<file path="config.mk">
export PLATFORM = sky130hd
export DESIGN_NAME = topology_flood_neighbor_tracker_flat
export DESIGN_NICKNAME = d
export VERILOG_FILES = /design/src/hw/rtl/tfnt_pkg.sv /design/src/hw/rtl/tfnt_if.sv /design/src/hw/rtl/tfnt_ram.sv /design/src/hw/rtl/tfnt_dp.sv /design/src/hw/rtl/tfnt_ctrl.sv /design/src/hw/rtl/topology_flood_neighbor_tracker.sv /design/src/flat_wrapper.sv
export SDC_FILE = /design/constraint.sdc
export NUM_CORES = 1
export LEC_CHECK = 0
export ABC_AREA = 1
export CORE_AREA = 2 2 282 284
export DETAILED_ROUTE_END_ITERATION = 12
export DIE_AREA = 0 0 284 286
export DONT_BUFFER_PORTS = 1
export PLACE_DENSITY_LB_ADDON = 0.3
export SYNTH_ARGS = -nofsm -noshare
export SYNTH_HDL_FRONTEND = slang
export SYNTH_SLANG_ARGS = --single-unit
</file>
<file path="constraint.sdc">
create_clock -name clk -period 10.02 [get_ports clk]
set_clock_uncertainty 0.15 [all_clocks]
set_input_delay 0.501 -clock clk [delete_from_list [all_inputs] [get_ports clk]]
set_output_delay 0.501 -clock clk [all_outputs]
set_load 0.02 [all_outputs]
</file>
<file path="src/hw/rtl/tfnt_pkg.sv">
// ----------------------------------------------------------------------------
// tfnt_pkg
// Types, codes and helpers shared by the flood neighbor tracker.
// ----------------------------------------------------------------------------
package tfnt_pkg;

	localparam int ID_W     = 16;
	localparam int SEQ_W    = 8;
	localparam int CMD_W    = 2;
	localparam int PKT_W    = 8;
	localparam int RAND_W   = 15;
	localparam int ACT_W    = 3;
	localparam int DELAY_W  = 10;

	localparam int NEIGHBOR_SLOTS_DEF     = 28;
	localparam int ORIGIN_CACHE_SLOTS_DEF = 10;

	localparam int DELAY_BASE = 500;
	localparam int DELAY_SPAN = 500;
	// 500 << 6 is the largest multiple step that still fits a 15-bit random value
	localparam int MOD_STEPS  = 6;

	localparam logic [CMD_W-1:0] CMD_RX    = 2'd0;
	localparam logic [CMD_W-1:0] CMD_START = 2'd1;
	localparam logic [CMD_W-1:0] CMD_TIMER = 2'd2;

	localparam logic [PKT_W-1:0] PKT_PING  = 8'd1;
	localparam logic [PKT_W-1:0] PKT_REPLY = 8'd2;

	localparam logic [ACT_W-1:0] ACT_NONE  = 3'd0;
	localparam logic [ACT_W-1:0] ACT_FWD   = 3'd1;
	localparam logic [ACT_W-1:0] ACT_PING  = 3'd2;
	localparam logic [ACT_W-1:0] ACT_HDR   = 3'd3;
	localparam logic [ACT_W-1:0] ACT_ENTRY = 3'd4;

	// result kinds loaded into the output register
	localparam logic [1:0] RES_PKT   = 2'd0;
	localparam logic [1:0] RES_START = 2'd1;
	localparam logic [1:0] RES_HDR   = 2'd2;
	localparam logic [1:0] RES_ENTRY = 2'd3;

	typedef struct packed {
		logic             take;
		logic             idx_clr;
		logic             idx_inc;
		logic             rd_en;
		logic             tbl_clr;
		logic             seq_adopt;
		logic             seq_inc;
		logic             nbr_add;
		logic             load;
		logic [1:0]       res_sel;
	} tfnt_cmd_t;

	typedef struct packed {
		logic             evt_valid;
		logic [CMD_W-1:0] command;
		logic             is_ping;
		logic             is_reply;
		logic             new_seq;
		logic             idx_end;
		logic             idx_last;
		logic             pend;
		logic             match;
		logic             cnt_zero;
		logic             out_free;
	} tfnt_sts_t;

	// 500 + r mod 500, by restoring compare and subtract
	function automatic logic [DELAY_W-1:0] reply_delay(input logic [RAND_W-1:0] r);
		logic [RAND_W:0] rem;
		logic [RAND_W:0] step;
		rem = {1'b0, r};
		for (int k = MOD_STEPS; k >= 0; k--) begin
			step = (RAND_W+1)'(DELAY_SPAN) << k;
			if (rem >= step) begin
				rem = rem - step;
			end
		end
		return DELAY_W'(DELAY_BASE) + DELAY_W'(rem);
	endfunction

endpackage

</file>
<file path="src/hw/rtl/tfnt_if.sv">
// ----------------------------------------------------------------------------
// tfnt_if
// Valid/ready channels of the flood neighbor tracker.
// ----------------------------------------------------------------------------
interface tfnt_in_if;
	logic                         valid;
	logic                         ready;
	logic [tfnt_pkg::CMD_W-1:0]   command;
	logic [tfnt_pkg::PKT_W-1:0]   pkt_type;
	logic [tfnt_pkg::SEQ_W-1:0]   seq_no;
	logic [tfnt_pkg::ID_W-1:0]    origin;
	logic [tfnt_pkg::ID_W-1:0]    route;
	logic [tfnt_pkg::RAND_W-1:0]  random_value;

	modport source (output valid, command, pkt_type, seq_no, origin, route, random_value,
		input ready);
	modport sink (input valid, command, pkt_type, seq_no, origin, route, random_value,
		output ready);
endinterface

interface tfnt_out_if #(
	parameter int TOTAL_W = $clog2(tfnt_pkg::NEIGHBOR_SLOTS_DEF + 1)
);
	logic                          valid;
	logic                          ready;
	logic [tfnt_pkg::ACT_W-1:0]    action;
	logic [tfnt_pkg::SEQ_W-1:0]    seq_no_out;
	logic [tfnt_pkg::ID_W-1:0]     origin_out;
	logic [tfnt_pkg::ID_W-1:0]     route_out;
	logic [tfnt_pkg::ID_W-1:0]     neighbor_id;
	logic [TOTAL_W-1:0]            neighbor_total;
	logic                          arm_timer;
	logic [tfnt_pkg::DELAY_W-1:0]  delay_ms;
	logic                          last;

	modport source (output valid, action, seq_no_out, origin_out, route_out, neighbor_id,
		neighbor_total, arm_timer, delay_ms, last, input ready);
	modport sink (input valid, action, seq_no_out, origin_out, route_out, neighbor_id,
		neighbor_total, arm_timer, delay_ms, last, output ready);
endinterface

interface tfnt_cfg_if;
	logic                      valid;
	logic                      ready;
	logic [tfnt_pkg::ID_W-1:0] own_node_id;

	modport source (output valid, own_node_id, input ready);
	modport sink (input valid, own_node_id, output ready);
endinterface

</file>
<file path="src/hw/rtl/tfnt_ram.sv">
// ----------------------------------------------------------------------------
// tfnt_ram
// Generic single-write, single-read RAM with registered read data.
// ----------------------------------------------------------------------------
module tfnt_ram #(
	parameter int WIDTH = 16,
	parameter int DEPTH = 28,
	localparam int ADDR_W = (DEPTH > 1) ? $clog2(DEPTH) : 1
) (
	input  logic              clk,
	input  logic              wr_en,
	input  logic [ADDR_W-1:0] wr_addr,
	input  logic [WIDTH-1:0]  wr_data,
	input  logic              rd_en,
	input  logic [ADDR_W-1:0] rd_addr,
	output logic [WIDTH-1:0]  rd_data
);

	logic [WIDTH-1:0] mem_q [DEPTH];
	logic [WIDTH-1:0] rd_data_q;

	always_ff @(posedge clk) begin
		if (wr_en) begin
			mem_q[wr_addr] <= wr_data;
		end
		if (rd_en) begin
			rd_data_q <= mem_q[rd_addr];
		end
	end

	assign rd_data = rd_data_q;

endmodule

</file>
<file path="src/hw/rtl/tfnt_dp.sv">
// ----------------------------------------------------------------------------
// tfnt_dp
// Datapath: captured word, sequence and neighbor state, origin ring and
// output register.
// ----------------------------------------------------------------------------
module tfnt_dp #(
	parameter int NEIGHBOR_SLOTS     = tfnt_pkg::NEIGHBOR_SLOTS_DEF,
	parameter int ORIGIN_CACHE_SLOTS = tfnt_pkg::ORIGIN_CACHE_SLOTS_DEF,
	localparam int CNT_W  = $clog2(NEIGHBOR_SLOTS + 1),
	localparam int ADDR_W = (NEIGHBOR_SLOTS > 1) ? $clog2(NEIGHBOR_SLOTS) : 1,
	localparam int PTR_W  = (ORIGIN_CACHE_SLOTS > 1) ? $clog2(ORIGIN_CACHE_SLOTS) : 1
) (
	input  logic                 clk,
	input  logic                 arst_n,
	tfnt_in_if.sink              evt,
	tfnt_cfg_if.sink             cfg,
	tfnt_out_if.source           res,
	input  tfnt_pkg::tfnt_cmd_t  cmd,
	output tfnt_pkg::tfnt_sts_t  sts
);

	logic [tfnt_pkg::ID_W-1:0]    own_q;
	logic [tfnt_pkg::CMD_W-1:0]   cmd_q;
	logic [tfnt_pkg::PKT_W-1:0]   pkt_q;
	logic [tfnt_pkg::SEQ_W-1:0]   seq_in_q;
	logic [tfnt_pkg::ID_W-1:0]    org_q;
	logic [tfnt_pkg::ID_W-1:0]    rte_q;
	logic [tfnt_pkg::DELAY_W-1:0] delay_q;

	logic [tfnt_pkg::SEQ_W-1:0]   cur_seq_q;
	logic [CNT_W-1:0]             count_q;
	logic [CNT_W-1:0]             idx_q;
	logic                         pend_q;
	logic                         fwd_q;
	logic                         arm_q;

	logic [tfnt_pkg::ID_W-1:0]    cache_q [ORIGIN_CACHE_SLOTS];
	logic [ORIGIN_CACHE_SLOTS-1:0] cval_q;
	logic [PTR_W-1:0]             ptr_q;

	logic                         ovalid_q;
	logic [tfnt_pkg::ACT_W-1:0]   oaction_q;
	logic [tfnt_pkg::SEQ_W-1:0]   oseq_q;
	logic [tfnt_pkg::ID_W-1:0]    oorg_q;
	logic [tfnt_pkg::ID_W-1:0]    orte_q;
	logic [tfnt_pkg::ID_W-1:0]    onid_q;
	logic [CNT_W-1:0]             ototal_q;
	logic                         oarm_q;
	logic [tfnt_pkg::DELAY_W-1:0] odelay_q;
	logic                         olast_q;

	logic                         capture;
	logic                         room;
	logic                         cache_hit;
	logic                         fwd_reply;
	logic                         fwd;
	logic                         is_ping;
	logic                         is_reply;
	logic [tfnt_pkg::ID_W-1:0]    rd_data;

	assign evt.ready = cmd.take;
	assign cfg.ready = 1'b1;
	assign capture   = evt.valid && cmd.take;
	assign room      = count_q < CNT_W'(NEIGHBOR_SLOTS);
	assign is_ping   = pkt_q == tfnt_pkg::PKT_PING;
	assign is_reply  = pkt_q == tfnt_pkg::PKT_REPLY;

	always_comb begin
		cache_hit = 1'b0;
		for (int i = 0; i < ORIGIN_CACHE_SLOTS; i++) begin
			if (cval_q[i] && cache_q[i] == org_q) begin
				cache_hit = 1'b1;
			end
		end
	end

	assign fwd_reply = (org_q != own_q) && !cache_hit;
	assign fwd       = is_ping ? fwd_q : fwd_reply;

	tfnt_ram #(
		.WIDTH (tfnt_pkg::ID_W),
		.DEPTH (NEIGHBOR_SLOTS)
	) u_nbr_ram (
		.clk     (clk),
		.wr_en   (cmd.nbr_add && room),
		.wr_addr (count_q[ADDR_W-1:0]),
		.wr_data (rte_q),
		.rd_en   (cmd.rd_en),
		.rd_addr (idx_q[ADDR_W-1:0]),
		.rd_data (rd_data)
	);

	always_comb begin
		sts           = '0;
		sts.evt_valid = evt.valid;
		sts.command   = cmd_q;
		sts.is_ping   = is_ping;
		sts.is_reply  = is_reply;
		sts.new_seq   = seq_in_q != cur_seq_q;
		sts.idx_end   = idx_q == count_q;
		sts.idx_last  = ({1'b0, idx_q} + (CNT_W+1)'(1)) == {1'b0, count_q};
		sts.pend      = pend_q;
		sts.match     = pend_q && (rd_data == rte_q);
		sts.cnt_zero  = count_q == '0;
		sts.out_free  = !ovalid_q || res.ready;
	end

	// captured word, no reset needed
	always_ff @(posedge clk) begin
		if (capture) begin
			cmd_q    <= evt.command;
			pkt_q    <= evt.pkt_type;
			seq_in_q <= evt.seq_no;
			org_q    <= evt.origin;
			rte_q    <= evt.route;
			delay_q  <= tfnt_pkg::reply_delay(evt.random_value);
		end
	end

	always_ff @(posedge clk or negedge arst_n) begin
		if (!arst_n) begin
			own_q     <= '0;
			cur_seq_q <= '0;
			count_q   <= '0;
			idx_q     <= '0;
			pend_q    <= 1'b0;
			fwd_q     <= 1'b0;
			arm_q     <= 1'b0;
			cval_q    <= '0;
			ptr_q     <= '0;
		end else begin
			if (cfg.valid) begin
				own_q <= cfg.own_node_id;
			end
			pend_q <= cmd.rd_en;
			if (capture) begin
				fwd_q <= 1'b0;
				arm_q <= 1'b0;
			end
			if (cmd.idx_clr) begin
				idx_q <= '0;
			end else if (cmd.idx_inc) begin
				idx_q <= idx_q + CNT_W'(1);
			end
			if (cmd.tbl_clr) begin
				count_q <= '0;
				cval_q  <= '0;
				ptr_q   <= '0;
			end
			if (cmd.seq_adopt) begin
				cur_seq_q <= seq_in_q;
				fwd_q     <= 1'b1;
			end else if (cmd.seq_inc) begin
				cur_seq_q <= cur_seq_q + tfnt_pkg::SEQ_W'(1);
			end
			if (cmd.nbr_add && room) begin
				count_q <= count_q + CNT_W'(1);
				arm_q   <= 1'b1;
			end
			// a forwarded reply takes the next ring slot
			if (cmd.load && cmd.res_sel == tfnt_pkg::RES_PKT && is_reply && fwd_reply) begin
				cval_q[ptr_q] <= 1'b1;
				ptr_q <= (ptr_q == PTR_W'(ORIGIN_CACHE_SLOTS - 1)) ? '0 : ptr_q + PTR_W'(1);
			end
		end
	end

	always_ff @(posedge clk) begin
		if (cmd.load && cmd.res_sel == tfnt_pkg::RES_PKT && is_reply && fwd_reply) begin
			cache_q[ptr_q] <= org_q;
		end
	end

	always_ff @(posedge clk or negedge arst_n) begin
		if (!arst_n) begin
			ovalid_q <= 1'b0;
		end else if (cmd.load) begin
			ovalid_q <= 1'b1;
		end else if (res.ready) begin
			ovalid_q <= 1'b0;
		end
	end

	always_ff @(posedge clk) begin
		if (cmd.load) begin
			onid_q   <= '0;
			ototal_q <= count_q;
			oarm_q   <= 1'b0;
			odelay_q <= '0;
			olast_q  <= 1'b1;
			oseq_q   <= cur_seq_q;
			oorg_q   <= own_q;
			orte_q   <= own_q;
			unique case (cmd.res_sel)
				tfnt_pkg::RES_PKT: begin
					oaction_q <= fwd ? tfnt_pkg::ACT_FWD : tfnt_pkg::ACT_NONE;
					oseq_q    <= fwd ? seq_in_q : '0;
					oorg_q    <= fwd ? org_q : '0;
					orte_q    <= fwd ? own_q : '0;
					oarm_q    <= arm_q;
					odelay_q  <= arm_q ? delay_q : '0;
				end
				tfnt_pkg::RES_START: begin
					oaction_q <= tfnt_pkg::ACT_PING;
				end
				tfnt_pkg::RES_HDR: begin
					oaction_q <= tfnt_pkg::ACT_HDR;
					olast_q   <= count_q == '0;
				end
				tfnt_pkg::RES_ENTRY: begin
					oaction_q <= tfnt_pkg::ACT_ENTRY;
					onid_q    <= rd_data;
					olast_q   <= sts.idx_last;
				end
			endcase
		end
	end

	assign res.valid          = ovalid_q;
	assign res.action         = oaction_q;
	assign res.seq_no_out     = oseq_q;
	assign res.origin_out     = oorg_q;
	assign res.route_out      = orte_q;
	assign res.neighbor_id    = onid_q;
	assign res.neighbor_total = ototal_q;
	assign res.arm_timer      = oarm_q;
	assign res.delay_ms       = odelay_q;
	assign res.last           = olast_q;

endmodule

</file>
<file path="src/hw/rtl/tfnt_ctrl.sv">
// ----------------------------------------------------------------------------
// tfnt_ctrl
// Controller: decodes one event, steps the neighbor scan and the reply dump.
// ----------------------------------------------------------------------------
module tfnt_ctrl (
	input  logic                clk,
	input  logic                arst_n,
	input  tfnt_pkg::tfnt_sts_t sts,
	output tfnt_pkg::tfnt_cmd_t cmd
);

	localparam logic [2:0] S_IDLE = 3'd0;
	localparam logic [2:0] S_DEC  = 3'd1;
	localparam logic [2:0] S_SCAN = 3'd2;
	localparam logic [2:0] S_EMIT = 3'd3;
	localparam logic [2:0] S_HDR  = 3'd4;
	localparam logic [2:0] S_DRD  = 3'd5;
	localparam logic [2:0] S_DWR  = 3'd6;

	logic [2:0] state_q;
	logic [2:0] state_nxt;

	always_comb begin
		cmd       = '0;
		state_nxt = state_q;
		unique case (state_q)
			S_IDLE: begin
				cmd.take = 1'b1;
				if (sts.evt_valid) begin
					state_nxt = S_DEC;
				end
			end
			S_DEC: begin
				cmd.idx_clr = 1'b1;
				state_nxt   = S_IDLE;
				case (sts.command)
					tfnt_pkg::CMD_RX: begin
						if (sts.is_ping) begin
							if (sts.new_seq) begin
								cmd.tbl_clr   = 1'b1;
								cmd.seq_adopt = 1'b1;
							end
							state_nxt = S_SCAN;
						end else if (sts.is_reply) begin
							state_nxt = S_SCAN;
						end
					end
					tfnt_pkg::CMD_START: begin
						cmd.tbl_clr = 1'b1;
						cmd.seq_inc = 1'b1;
						state_nxt   = S_EMIT;
					end
					tfnt_pkg::CMD_TIMER: begin
						state_nxt = S_HDR;
					end
					default: begin
						state_nxt = S_IDLE;
					end
				endcase
			end
			S_SCAN: begin
				// one table read issued per cycle, compared the cycle after
				if (sts.match) begin
					state_nxt = S_EMIT;
				end else if (!sts.idx_end) begin
					cmd.rd_en   = 1'b1;
					cmd.idx_inc = 1'b1;
				end else if (!sts.pend) begin
					cmd.nbr_add = 1'b1;
					state_nxt   = S_EMIT;
				end
			end
			S_EMIT: begin
				if (sts.out_free) begin
					cmd.load    = 1'b1;
					cmd.res_sel = (sts.command == tfnt_pkg::CMD_START) ?
						tfnt_pkg::RES_START : tfnt_pkg::RES_PKT;
					state_nxt   = S_IDLE;
				end
			end
			S_HDR: begin
				if (sts.out_free) begin
					cmd.load    = 1'b1;
					cmd.res_sel = tfnt_pkg::RES_HDR;
					state_nxt   = sts.cnt_zero ? S_IDLE : S_DRD;
				end
			end
			S_DRD: begin
				cmd.rd_en = 1'b1;
				state_nxt = S_DWR;
			end
			S_DWR: begin
				if (sts.out_free) begin
					cmd.load    = 1'b1;
					cmd.res_sel = tfnt_pkg::RES_ENTRY;
					cmd.idx_inc = 1'b1;
					state_nxt   = sts.idx_last ? S_IDLE : S_DRD;
				end
			end
			default: begin
				state_nxt = S_IDLE;
			end
		endcase
	end

	always_ff @(posedge clk or negedge arst_n) begin
		if (!arst_n) begin
			state_q <= S_IDLE;
		end else begin
			state_q <= state_nxt;
		end
	end

endmodule

</file>
<file path="src/hw/rtl/topology_flood_neighbor_tracker.sv">
// One event word is taken at a time. A received ping or reply scans the
// neighbor table for its sender and stops early when the sender is found,
// since the neighbor memory has one read port and is scanned one entry per
// cycle; a timer expiry makes one memory read and one output word for each
// neighbor. A finished word waits in the output register, and the next
// event is accepted while it waits.
// No clearing pass follows reset.
// ----------------------------------------------------------------------------
// topology_flood_neighbor_tracker
// Flood handling with duplicate suppression and neighbor tracking.
// ----------------------------------------------------------------------------
module topology_flood_neighbor_tracker #(
	parameter int NEIGHBOR_SLOTS     = tfnt_pkg::NEIGHBOR_SLOTS_DEF,
	parameter int ORIGIN_CACHE_SLOTS = tfnt_pkg::ORIGIN_CACHE_SLOTS_DEF
) (
	input  logic        clk,
	input  logic        arst_n,
	tfnt_in_if.sink     evt,
	tfnt_cfg_if.sink    cfg,
	tfnt_out_if.source  res
);

	tfnt_pkg::tfnt_cmd_t cmd;
	tfnt_pkg::tfnt_sts_t sts;

	tfnt_ctrl u_ctrl (
		.clk    (clk),
		.arst_n (arst_n),
		.sts    (sts),
		.cmd    (cmd)
	);

	tfnt_dp #(
		.NEIGHBOR_SLOTS     (NEIGHBOR_SLOTS),
		.ORIGIN_CACHE_SLOTS (ORIGIN_CACHE_SLOTS)
	) u_dp (
		.clk    (clk),
		.arst_n (arst_n),
		.evt    (evt),
		.cfg    (cfg),
		.res    (res),
		.cmd    (cmd),
		.sts    (sts)
	);

	a_one_event: assert property (@(posedge clk) disable iff (!arst_n)
		evt.valid && evt.ready |=> !evt.ready)
		else $error("event word accepted while another is in work");

	a_total_range: assert property (@(posedge clk) disable iff (!arst_n)
		res.valid |-> res.neighbor_total <= NEIGHBOR_SLOTS)
		else $error("neighbor total beyond table size");

	a_delay_range: assert property (@(posedge clk) disable iff (!arst_n)
		res.valid && res.arm_timer |-> res.delay_ms >= tfnt_pkg::DELAY_BASE
			&& res.delay_ms < tfnt_pkg::DELAY_BASE + tfnt_pkg::DELAY_SPAN)
		else $error("reply delay out of range");

	a_no_rw_clash: assert property (@(posedge clk) disable iff (!arst_n)
		!(cmd.nbr_add && cmd.rd_en))
		else $error("neighbor write and scan read in one cycle");

endmodule

</file>
<file path="src/flat_wrapper.sv">
// flat-port wrapper written by rule: the top's interface ports become plain ports
module topology_flood_neighbor_tracker_flat 
#(
	parameter int NEIGHBOR_SLOTS     = tfnt_pkg::NEIGHBOR_SLOTS_DEF,
	parameter int ORIGIN_CACHE_SLOTS = tfnt_pkg::ORIGIN_CACHE_SLOTS_DEF
)
  (clk, arst_n, evt_valid, evt_command, evt_pkt_type, evt_seq_no, evt_origin, evt_route, evt_random_value, evt_ready, cfg_valid, cfg_own_node_id, cfg_ready, res_valid, res_action, res_seq_no_out, res_origin_out, res_route_out, res_neighbor_id, res_neighbor_total, res_arm_timer, res_delay_ms, res_last, res_ready);
  tfnt_in_if evt_i ();
  tfnt_cfg_if cfg_i ();
  tfnt_out_if res_i ();
  input  logic clk;
  input  logic arst_n;
  input wire logic [$bits(evt_i.valid)-1:0] evt_valid;
  input wire logic [$bits(evt_i.command)-1:0] evt_command;
  input wire logic [$bits(evt_i.pkt_type)-1:0] evt_pkt_type;
  input wire logic [$bits(evt_i.seq_no)-1:0] evt_seq_no;
  input wire logic [$bits(evt_i.origin)-1:0] evt_origin;
  input wire logic [$bits(evt_i.route)-1:0] evt_route;
  input wire logic [$bits(evt_i.random_value)-1:0] evt_random_value;
  output wire logic [$bits(evt_i.ready)-1:0] evt_ready;
  input wire logic [$bits(cfg_i.valid)-1:0] cfg_valid;
  input wire logic [$bits(cfg_i.own_node_id)-1:0] cfg_own_node_id;
  output wire logic [$bits(cfg_i.ready)-1:0] cfg_ready;
  output wire logic [$bits(res_i.valid)-1:0] res_valid;
  output wire logic [$bits(res_i.action)-1:0] res_action;
  output wire logic [$bits(res_i.seq_no_out)-1:0] res_seq_no_out;
  output wire logic [$bits(res_i.origin_out)-1:0] res_origin_out;
  output wire logic [$bits(res_i.route_out)-1:0] res_route_out;
  output wire logic [$bits(res_i.neighbor_id)-1:0] res_neighbor_id;
  output wire logic [$bits(res_i.neighbor_total)-1:0] res_neighbor_total;
  output wire logic [$bits(res_i.arm_timer)-1:0] res_arm_timer;
  output wire logic [$bits(res_i.delay_ms)-1:0] res_delay_ms;
  output wire logic [$bits(res_i.last)-1:0] res_last;
  input wire logic [$bits(res_i.ready)-1:0] res_ready;
  assign evt_i.valid = evt_valid;
  assign evt_i.command = evt_command;
  assign evt_i.pkt_type = evt_pkt_type;
  assign evt_i.seq_no = evt_seq_no;
  assign evt_i.origin = evt_origin;
  assign evt_i.route = evt_route;
  assign evt_i.random_value = evt_random_value;
  assign evt_ready = evt_i.ready;
  assign cfg_i.valid = cfg_valid;
  assign cfg_i.own_node_id = cfg_own_node_id;
  assign cfg_ready = cfg_i.ready;
  assign res_valid = res_i.valid;
  assign res_action = res_i.action;
  assign res_seq_no_out = res_i.seq_no_out;
  assign res_origin_out = res_i.origin_out;
  assign res_route_out = res_i.route_out;
  assign res_neighbor_id = res_i.neighbor_id;
  assign res_neighbor_total = res_i.neighbor_total;
  assign res_arm_timer = res_i.arm_timer;
  assign res_delay_ms = res_i.delay_ms;
  assign res_last = res_i.last;
  assign res_i.ready = res_ready;
  topology_flood_neighbor_tracker #(.NEIGHBOR_SLOTS(NEIGHBOR_SLOTS), .ORIGIN_CACHE_SLOTS(ORIGIN_CACHE_SLOTS)) u_core (.clk(clk), .arst_n(arst_n), .evt(evt_i), .cfg(cfg_i), .res(res_i));
endmodule
</file>
==> key figures, run 1 <==
Drt
  • Via density: 5.69
  • # DRC: 0
  • Post-DR wirelength/cell: 22.1 µm
  • Router iterations before antenna repair: 6
  • Final antenna-violating net count: 0
  • Total number of vias: 23200
  • DRT Wirelength: 89900 µm
  • First-iteration detailed-routing DRC count: 2334

Die
  • # IOs: 165
  • Row count: 103
  • Area of the core: 78400 µm²
  • Initial core utilization: 44.6%
  • Die H: 286 µm
  • Die outline area: 81200 µm²
  • Die X-Extent: 284 µm

STA
  • Min Tclk post-route: 5.80 ns
  • Final setup fails: 0
  • Final worst slack: 4.22 ns
  • Max Fclk: 173 MHz
  • Fin. max-slew vios: 0
  • RSZ-0062 raised after global routing: false
  • Relative slew slack: 14.7%
  • Fin. Hold Viols: 0
  • Hold Slack: 0.118 ns
  • Worst Tran Pin Value: 1.28 ns
  • Tcrit/Tclk final: 57.8%
  • Post-route setup TNS: 0 ns

Clocking
  • Setup repair bufs after CTS: 0
  • Skew-Pair Late Insertion Delay: 0.64 ns
  • CTS tree: done
  • Clock Tree Root: clkbuf_16
  • CTS buffer count: 84
  • Clock buffer depth: 3
  • Worst-path clk slew: 0.06 ns
  • Clock tree sinks: 815
  • CTS H-tree depth: 3

Yosys
  • Mapped Nets: 2981
  • Syn_area_per_cell: 12.1 µm²
  • EDFF count, synth: 760
  • Top_reg_cell synth: edfxtp_1
  • Async set-or-reset flop fraction in the synthesized netlist: 6.75%
  • Netlist Area Pre-Place: 34900 µm²
  • Synthesis warning total: 0
  • Library cells used by synthesis: 53
  • Sequential element share of the synthesized area: 69.2%
  • Post-Synthesis Cells: 2882
  • Synthesized flop and latch total: 815

Worst setup path
  • Critical path's slowest cell: nand3_2
  • Startpoint types: input port
  • Levels on crit path: 47
  • Critical path buffer and inverter count: 8
  • Reg2reg end: u_core.u_dp.res.route_out[6]
  • Req. time, crit path: 10.25 ns
  • Critical path peak fanout: 11
  • Crit Path Class: input port to flop
  • Critical Path Source: evt_random_value[8]
  • R2r worst-path depth: 12
  • Critical path arrival: 6.02 ns
  • Crit. End Element: flop
  • Crit path max-delay family: simple AND/OR/NAND/NOR gates
  • Worst r2r src: u_core.u_dp.org_q[11]
  • Setup slack, reg-to-reg: 4.23 ns
  • Crit path to: u_core.u_dp.delay_q[6]
  • Largest stage delay, worst path: 0.28 ns

Placed design
  • Hpwl dp: 55200 µm
  • Placement Setup Slack: 3.59 ns
  • Final Wtd Congestion: 0.878
  • Port Buffer Count: 0
  • DP Area: 36200 µm²

Global routing
  • Gr ovfl total: 0
  • Total Routing Usage GR: 21.9%
  • Vias in the first global route: 23200
  • Initial antenna violation count: 3
  • Largest net degree at the start of global routing: 113
  • First-pass GRT wire length: 137000 µm

Power and ir drop
  • Final Power: 10.1 mW
  • Peak supply drop: 0.172 mV
  • Pleak: 14.1 nW
  • PD cells: 255 nW/µm²

Flow run
  • Max Cap Viol: 0

Hold path
  • Hold crit path type: input port to flop

Cells and area
  • Diode count: 0
  • Fillers: 6729
  • Area grow syn2layout: 13.4%
  • Layout cells sized above 1: 10.6%
  • Post-layout nets: 3063
  • Fin area: 39600 µm²

Outcome
  • Status: complete, no violations
logic make-up after synthesis:
family          after synthesis  synth area share, %
simple gates                962                 12.9
flops                       815                 69.2
compound gates              625                 10.9
buf+inv                     368                 4.01
xor+xnor                     98                 2.46
fa+ha+maj                    13                0.465
other cells                   1               0.0107
how the worst min path moves through the flow:
stage                   startpoint                        to  slack, ns  depth (start not counted)
2_1_floorplan               arst_n  u_core.u_ctrl.state_q[0]       0.06                          0
3_3_place_gp                arst_n     u_core.u_dp.cval_q[5]       0.06                          0
3_5_place_dp                arst_n     u_core.u_dp.cval_q[5]       0.06                          0
4_1_cts        evt_random_value[2]    u_core.u_dp.delay_q[2]       0.09                          3
5_1_grt        evt_random_value[2]    u_core.u_dp.delay_q[2]       0.11                          3
6_report       evt_random_value[2]    u_core.u_dp.delay_q[2]       0.12                          3
worst reg2reg max path, cell delays in order, from the launching register on:
cell       delay (ns)
edfxtp_1         0.80
clkinv_1         0.80
a2111oi_0        0.62
nand4_1          0.23
o41ai_1          0.39
a311oi_1         0.08
nand2_1          0.14
nor3_1           0.11
or2_2            0.33
nand2_1          0.59
inv_1            0.19
nor2_1           0.93
nor2_1           0.12
layout make-up:
| cell class | count | area [µm²] | share of cell area [%] |
|---|---|---|---|
| tap | 1050 | 1310 | 3.31 |
| sequential | 815 | 24200 | 61.1 |
| clock buffer | 103 | 2220 | 5.61 |
| timing repair buffer | 135 | 1210 | 3.05 |
| clock inverter | 47 | 460 | 1.16 |
| inverter | 229 | 867 | 2.19 |
| multi-input combinational | 1699 | 9360 | 23.6 |
synthesized netlist by cell type (4+ instances only):
cell / number / area share [%]
o2111ai_1: 14 / 0.35
buf_1: 6 / 0.064
edfxtp_1: 760 / 65
nor3_1: 14 / 0.20
a2111oi_0: 8 / 0.20
o22ai_1: 72 / 1.3
ha_1: 13 / 0.47
nand3_2: 15 / 0.43
clkinv_1: 7 / 0.075
nor4_1: 20 / 0.36
a211oi_1: 18 / 0.39
nand2_4: 21 / 0.68
clkbuf_1: 130 / 1.4
nand4_1: 29 / 0.52
or2_2: 14 / 0.25
nand3b_1: 6 / 0.13
inv_2: 12 / 0.13
a221oi_1: 9 / 0.23
nor2_1: 375 / 4.0
dfrtp_1: 55 / 3.9
a31oi_1: 18 / 0.32
nor2_8: 4 / 0.23
o221ai_1: 94 / 2.4
nand2_1: 301 / 3.2
nor2_2: 9 / 0.16
inv_1: 209 / 2.2
nor2_4: 7 / 0.23
o21ai_1: 10 / 0.14
a21oi_1: 65 / 0.93
xnor2_1: 30 / 0.75
xor2_1: 68 / 1.7
nand3_1: 100 / 1.4
nand2_2: 38 / 0.68
o21ai_0: 299 / 4.3
flip-flops by register name, summed over array words and instances (netlist names), 8 cells and up:
name                           count
u_core.u_dp.res.neighbor_id       16
u_core.u_dp.cache_q              160
u_core.u_dp.rte_q                 16
u_core.u_dp.u_nbr_ram.mem_q      448
u_core.u_dp.res.origin_out        16
u_core.u_dp.pkt_q                  8
u_core.u_dp.cur_seq_q              8
u_core.u_dp.res.delay_ms          10
u_core.u_dp.res.seq_no_out         8
u_core.u_dp.cval_q                10
u_core.u_dp.seq_in_q               8
u_core.u_dp.res.route_out         16
u_core.u_dp.delay_q               10
u_core.u_dp.org_q                 16
u_core.u_dp.u_nbr_ram.rd_data     16
u_core.u_dp.own_q                 16
where the power goes:
| part | switching [mW] | internal (mW) |
|---|---|---|
| clock | 1.31 | 1.70 |
| sequential | 0.566 | 4.28 |
| combinational | 1.59 | 0.654 |
| total | 3.47 | 6.64 |
stage by stage:
step	utilization, %	instances
2_1_floorplan	-	2882
3_3_place_gp	46.2	3856
3_5_place_dp	46.2	3856
4_1_cts	50.6	4078
5_1_grt	50.6	4078
6_report	50.6	4078
per-layer routing:
metal | track usage [%] | vias to the layer above | part of all wire (%) | routed length, µm
met1 | 29.3 | 11400 | 41 | 37100
met3 | 4.63 | 173 | 8.4 | 7520
met5 | 0 | - | 0.023 | 21
met4 | 7.18 | 4 | 2.9 | 2640
met2 | 35.7 | 1016 | 47 | 42700
li1 | - | 10600 | - | -
cells in the final DEF, fill, tap and decap left out, types with 38 or more instances in the layout:
cell           Yosys  final
xor2_1            68     68
nand2_2           38     38
edfxtp_1         760    760
o22ai_1           72     72
a21oi_1           65     65
o221ai_1          94     94
clkbuf_16          0     85
nand2_1          301    301
dfrtp_1           55     52
o21ai_0          299    299
dlygate4sd3_1      0     71
nor2_1           375    373
inv_1            209    208
buf_4              1     63
nand3_1          100    100
timing repair:
item	in CTS	in global routing
resized for setup	0	0
hold buffers	72	0
hold endpoints to repair	124	0
(Power assumes the default switching activity.)
==> run 2: changes to the inputs <==
Clock period 10.02 ns to 4.8 ns, I/O delays scaled along.
==> key figures, run 2 (synthesized netlist as in run 1, its figures left out) <==
Power and ir drop
  • Psw: 7.42 mW (+110%)
  • Peak supply drop: 0.425 mV (+150%)
  • Final Power: 22.0 mW (+120%)
  • PD cells: 530 nW/µm² (+110%)
  • Int Pwr: 14.6 mW (+120%)
  • Clk pwr share: 29.4% (-0.4 points)
  • Switching Share: 33.6% (-0.70 points)
  • Combinational share of power: 25.8% (+3.6 points)
  • Pleak: 15.0 nW (+6.5%)
  • Sequential power share: 44.7% (-3.3 points)

STA
  • Min Tclk post-route: 4.65 ns
  • Relative slew slack: 18.6% (+3.9 points)
  • Fin. max-slew vios: 0 (unchanged)
  • Fin. Hold Viols: 0 (unchanged)
  • Max Fclk: 215 MHz
  • Tcrit/Tclk final: 96.8%
  • Worst Tran Pin Value: 1.22 ns (-0.0588 ns)
  • Final setup fails: 0 (unchanged)
  • RSZ-0062 raised after global routing: true

Cells and area
  • Post-layout nets: 3214 (+4.9%)
  • Max FFs per register: 448 (unchanged)
  • Layout cells sized above 1: 16.5% (+6.0 points)
  • Reg with most FFs: u_core.u_dp.u_nbr_ram.mem_q
  • Top flop regs: u_core.u_dp.u_nbr_ram.mem_q x448, u_core.u_dp.cache_q x160
  • Most frequent cells in the layout: 760 x edfxtp_1, 366 x nor2_1, 296 x o21ai_0
  • Area grow syn2layout: 19.0%
  • Post-route insts no fill: 4234 (+3.8%)
  • Fillers: 6441 (-4.3%)
  • Commonest non-fill, non-tap cell in the layout: edfxtp_1

Clocking
  • Clock Tree Root: clkbuf_16
  • CTS buffer count: 84 (unchanged)
  • CTS H-tree depth: 3 (unchanged)
  • CTS tree: done
  • Skew-Pair Late Insertion Delay: 0.63 ns (about the same)
  • Clock tree sinks: 815 (unchanged)
  • Worst-path clk slew: 0.06 ns (about the same)
  • Clock buffer depth: 3 (unchanged)

Global routing
  • Gr ovfl total: 0 (unchanged)
  • Met1 GRT Util: 28.9% (-0.42 points)
  • Initial antenna violation count: 3 (unchanged)
  • Vias in the first global route: 23500 (+1.5%)
  • Total Routing Usage GR: 22.6% (+0.70 points)
  • Met3 Usage GRT: 3.28% (-1.4 points)
  • Most Crowded Layer GR: met2
  • First-pass GRT wire length: 141000 µm (+2.8%)
  • GR Util met2: 38.9% (+3.2 points)
  • Largest net degree at the start of global routing: 186 (+65%)

Drt
  • Final antenna-violating net count: 0 (unchanged)
  • Post-DR wirelength/cell: 22.2 µm (+0.69%)
  • Router iterations before antenna repair: 7 (+1)
  • DRT Wirelength: 94000 µm (+4.5%)
  • # DRC: 0 (unchanged)
  • Via density: 5.67 (-0.37%)
  • First-iteration detailed-routing DRC count: 2472 (+5.9%)
  • Total number of vias: 24000 (+3.4%)

Worst setup path
  • Req. time, crit path: 5.02 ns (-5.23 ns)
  • R2r worst-path depth: 17 (+5)
  • Worst r2r src: u_core.u_dp.org_q[9]
  • Crit. End Element: flop
  • Crit Path Class: input port to flop
  • Critical path arrival: 4.87 ns (-1.15 ns)
  • Largest stage delay, worst path: 0.20 ns (-0.08 ns)
  • Critical path peak fanout: 7 (-4)
  • CP most frequent cell: nand2_4
  • Critical path's slowest cell: nor2_4
  • Startpoint types: input port
  • Reg2reg end: u_core.u_dp.res.route_out[8]
  • Setup slack, reg-to-reg: 0.55 ns (-3.68 ns)

Hold path
  • Hold Path Sink: u_core.u_dp.delay_q[2]
  • Hold path start: evt_random_value[2]
  • Hold path cells: 5 (+2)
  • Hold crit path type: input port to flop

Die
  • Die H: 286 µm (unchanged)
  • Row count: 103 (unchanged)
  • Die X-Extent: 284 µm (unchanged)
  • Area of the core: 78400 µm² (unchanged)
  • Initial core utilization: 44.6% (unchanged)
  • # IOs: 165 (unchanged)
  • Die outline area: 81200 µm² (unchanged)

Placed design
  • Hpwl dp: 58900 µm (+6.8%)
  • Port Buffer Count: 0 (unchanged)
  • Placed Cells: 3984 (+3.3%)
  • Final Wtd Congestion: 0.850 (-3.2%)

Outcome
  • Status: complete, no violations

Flow run
  • Max Cap Viol: 0 (unchanged)
[run 2: cell count changes in the layout (fill, tap and decap cells not counted), moves of 6 or more]
| cell | delta |
|---|---|
| clkbuf_1 | +12 |
| clkinv_1 | -6 |
| nor2_1 | -7 |
| nand3_4 | +9 |
| buf_4 | +126 |
| nand3_1 | -17 |
| inv_1 | -9 |
| nor2_4 | +7 |
| nand2_1 | -15 |
| nand3_2 | +9 |
| nand2_4 | +14 |
| buf_12 | +15 |
[run 2: power by group through the flow]
| stage | Sequential [mW] | Clock, mW | Combinational (mW) |
|---|---|---|---|
| detailed placement | 10.0 | 0 | 5.30 |
| CTS | 9.87 | 6.58 | 5.41 |
| global placement | 9.99 | 0 | 5.13 |
| floorplan | 9.79 | 0 | 3.41 |
| finish | 9.86 | 6.49 | 5.70 |
| global route | 9.92 | 6.87 | 6.23 |
[run 2: layer usage]
metal	vias up	wire length (µm)
met3	181	6080
met5	-	13
met1	11900	37000
met4	2	3470
met2	979	47500
li1	10900	-
[run 2: critical path: cells and delay by family]
kind	cells	cell delay, ns
XOR/XNOR	1	0.15
AO/OA/AOI/OAI	2	0.19
AND/OR/NAND/NOR	33	3.05
adder cells (fa/ha/maj)	2	0.31
buffers and inverters	11	0.89
[run 2: metrics by stage]
step	setup slack, ns	instance area, µm²	hold WS (ns)	TNS (ns)	util (%)
3_3_place_gp	-0.506	37500	-0.203	-3.31	47.9
5_1_grt	-0.134	41600	0.0352	-0.632	53.1
2_1_floorplan	-0.109	35100	-0.206	-0.246	-
4_1_cts	0.000850	41000	0.00542	0	52.4
6_report	0.152	41600	0.0173	0	53.1
3_5_place_dp	-0.783	37500	-0.203	-5.32	47.9
[run 2: repair_timing]
item                                    in CTS  in global routing
hold endpoints to repair                   132                  0
gates resized for setup                      2                 79
endpoints found under the setup margin       6                  8
hold buffers                                74                  0
gates cloned                                 0                  3
buffers inserted                             0                 18
pin swaps                                    0                 53
[run 2: area by class of cell]
type | instances | area (µm²) | area share [%]
sequential | 815 | 24200 | 58.2
multi-input combinational | 1701 | 9850 | 23.7
timing repair buffer | 284 | 2560 | 6.15
clock buffer | 120 | 2380 | 5.73
tap | 1050 | 1310 | 3.16
inverter | 229 | 907 | 2.18
clock inverter | 33 | 369 | 0.888
antenna | 2 | 5.00 | 0.0120
[run 2: how the worst max path moves through the flow]
stage                             start                      to  slack [ns]  depth (start not counted)
floorplan           evt_random_value[8]  u_core.u_dp.delay_q[6]       -0.11                         49
global placement    evt_random_value[0]  u_core.u_dp.delay_q[6]       -0.51                         48
detailed placement  evt_random_value[0]  u_core.u_dp.delay_q[6]       -0.78                         48
CTS                 evt_random_value[0]  u_core.u_dp.delay_q[6]      0.0008                         48
global route        evt_random_value[1]  u_core.u_dp.delay_q[9]       -0.13                         48
finish              evt_random_value[1]  u_core.u_dp.delay_q[6]        0.15                         49
==> run 3: changes to the inputs <==
Settings changed: CELL_PAD_IN_SITES_DETAIL_PLACEMENT from default to 1, CELL_PAD_IN_SITES_GLOBAL_PLACEMENT from default to 1.
==> key figures, run 3 (synthesized netlist as in run 1, its figures left out) <==
Cells and area
  • Area grow syn2layout: 19.6%
  • Fillers: 8035 (+25%)
  • Diode count: 0 (-2)
  • Commonest non-fill, non-tap cell in the layout: edfxtp_1
  • Top flop regs: u_core.u_dp.u_nbr_ram.mem_q x448, u_core.u_dp.cache_q x160
  • Max FFs per register: 448 (unchanged)
  • Layout Utilization: 53.3% (+0.27 points)
  • Area of the multi-input gates: 9840 µm² (about the same)
  • Reg with most FFs: u_core.u_dp.u_nbr_ram.mem_q
  • Most frequent cells in the layout: 760 x edfxtp_1, 362 x nor2_1, 297 x o21ai_0
  • Reg area: 24200 µm² (about the same)
  • Post-layout nets: 3235 (+0.65%)
  • Fin area: 41800 µm² (+0.50%)
  • Layout cells sized above 1: 17.1% (+0.54 points)

Worst setup path
  • Req. time, crit path: 5.08 ns (+0.06 ns)
  • Largest stage delay, worst path: 0.20 ns (about the same)
  • R2r worst-path depth: 14 (-3)
  • CP most frequent cell: nand2_4
  • Critical path's slowest cell: nor2_4
  • Crit path to: u_core.u_dp.delay_q[6]
  • Startpoint types: input port
  • Critical Path Source: evt_random_value[8]
  • Critical path peak fanout: 8 (+1)
  • Crit. End Element: flop
  • Setup slack, reg-to-reg: 0.54 ns (about the same)
  • Critical path arrival: 4.97 ns (+0.10 ns)
  • Worst r2r src: u_core.u_dp.res.valid
  • Reg2reg end: u_core.u_dp.cache_q[2][10]
  • Crit Path Class: input port to flop

Die
  • Initial core utilization: 44.6% (unchanged)
  • Die X-Extent: 284 µm (unchanged)
  • Die H: 286 µm (unchanged)
  • Row count: 103 (unchanged)
  • Area of the core: 78400 µm² (unchanged)
  • Die outline area: 81200 µm² (unchanged)
  • # IOs: 165 (unchanged)

Power and ir drop
  • Psw: 7.93 mW (+6.9%)
  • Peak supply drop: 0.454 mV (+6.8%)
  • Combinational share of power: 26.3% (+0.5 points)
  • PD cells: 540 nW/µm² (+1.8%)
  • Int Pwr: 14.6 mW (about the same)
  • Switching Share: 35.2% (+1.5 points)
  • Sequential power share: 44.1% (-0.6 points)
  • Pleak: 15.1 nW (+0.76%)
  • Clk pwr share: 29.7% (+0.3 points)

Drt
  • Final antenna-violating net count: 0 (unchanged)
  • First-iteration detailed-routing DRC count: 1877 (-24%)
  • DRT Wirelength: 106000 µm (+13%)
  • # DRC: 0 (unchanged)
  • Total number of vias: 24600 (+2.2%)
  • Post-DR wirelength/cell: 25.0 µm (+12%)
  • Router iterations before antenna repair: 5 (-2)
  • Via density: 5.76 (+1.6%)

Clocking
  • Clock buffer depth: 3 (unchanged)
  • CTS tree: done
  • Skew-Pair Late Insertion Delay: 0.68 ns (+0.05 ns)
  • CTS H-tree depth: 3 (unchanged)
  • Worst-path clk slew: 0.06 ns (about the same)
  • CTS buffer count: 89 (+6.0%)
  • Clock tree sinks: 815 (unchanged)
  • Clock Tree Root: clkbuf_16

STA
  • Tcrit/Tclk final: 97.9% (+1.0 points)
  • Worst Tran Pin Value: 1.28 ns (+0.0583 ns)
  • Max Fclk: 213 MHz (-1.1%)
  • Final setup fails: 0 (unchanged)
  • Fin. Hold Viols: 0 (unchanged)
  • RSZ-0062 raised after global routing: true
  • Fin. max-slew vios: 0 (unchanged)
  • Min Tclk post-route: 4.70 ns (+0.0495 ns)
  • Relative slew slack: 14.7% (-3.9 points)

Global routing
  • Gr ovfl total: 0 (unchanged)
  • Largest net degree at the start of global routing: 84 (-55%)
  • First-pass GRT wire length: 161000 µm (+14%)
  • Vias in the first global route: 26300 (+12%)
  • Initial antenna violation count: 3 (unchanged)
  • Total Routing Usage GR: 25.8% (+3.2 points)

Placed design
  • Final Wtd Congestion: 0.870 (+2.4%)
  • Hpwl dp: 65800 µm (+12%)
  • DP Area: 37600 µm² (+0.16%)
  • Port Buffer Count: 0 (unchanged)

Flow run
  • Max Cap Viol: 0 (unchanged)

Outcome
  • Status: complete, no violations

Hold path
  • Hold crit path type: input port to flop
[run 3: cell types whose count changed in the layout (fill, tap and decap cells not counted), moves of 2 or more]
cell	delta
nand2_8	-2
clkbuf_8	-4
nor2_1	-4
diode_2	-2
buf_6	+4
nor2_2	+4
clkinv_1	+10
buf_4	+10
clkbuf_1	+2
nand2_4	+2
nand3_1	-2
nand3_2	+3
nand2_2	+2
clkinv_16	+4
[run 3: worst max-delay path: cells and delay by family]
family / cells / cell delay (ns)
AO/OA/AOI/OAI: 1 / 0.13
XOR/XNOR: 1 / 0.14
adder cells (fa/ha/maj): 3 / 0.46
buffers and inverters: 8 / 0.49
AND/OR/NAND/NOR: 35 / 3.49
[run 3: layer usage]
metal / share of wire, % / global-route usage (%) / vias to the layer above
li1: - / - / 10900
met1: 41 / 33.3 / 12500
met2: 49 / 43.3 / 880
met3: 6.4 / 5.02 / 257
met4: 3.5 / 9.80 / 4
met5: 0.025 / 0 / -
[run 3: metrics by stage]
step	worst slack (ns)	power, mW	setup TNS (ns)	hold WS (ns)	std cells
floorplan	-0.109	13.2	-0.246	-0.206	2882
global placement	-0.419	15.3	-2.39	-0.199	3992
detailed placement	-0.685	15.6	-4.44	-0.200	3992
CTS	0.00552	22.3	0	0.00912	4233
global route	-0.278	23.5	-1.21	0.0242	4260
finish	0.102	22.6	0	0.0321	4260
[run 3: how the worst min path moves through the flow]
stage	startpoint	to	slack [ns]	cells past startpoint
after floorplan	arst_n	u_core.u_ctrl.state_q[0]	-0.21	0
after global placement	arst_n	u_core.u_dp.own_q[2]	-0.20	0
after detailed placement	arst_n	u_core.u_dp.own_q[4]	-0.20	0
after CTS	evt_route[15]	u_core.u_dp.rte_q[15]	0.009	1
after global routing	evt_route[10]	u_core.u_dp.rte_q[10]	0.02	1
final	evt_route[10]	u_core.u_dp.rte_q[10]	0.03	1
[run 3: final cells by class]
cell class / instances / area share (%)
clock buffer: 118 / 5.59
inverter: 229 / 2.17
tap: 1050 / 3.14
timing repair buffer: 299 / 6.44
clock inverter: 47 / 1.19
sequential: 815 / 57.9
multi-input combinational: 1702 / 23.5
[run 3: timing repair]
| action | in CTS | in global routing |
|---|---|---|
| hold endpoints to repair | 149 | 0 |
| endpoints found under the setup margin | 0 | 8 |
| hold buffers | 76 | 0 |
| resized for setup | 0 | 87 |
| buffers inserted | 0 | 25 |
[run 3: power by group through the flow]
stage	combinational (mW)	clock, mW	sequential [mW]
6_report	5.93	6.69	9.94
5_1_grt	6.48	7.04	10.0
4_1_cts	5.63	6.76	9.92
3_5_place_dp	5.51	0	10.1
3_3_place_gp	5.23	0	10.0
2_1_floorplan	3.41	0	9.79
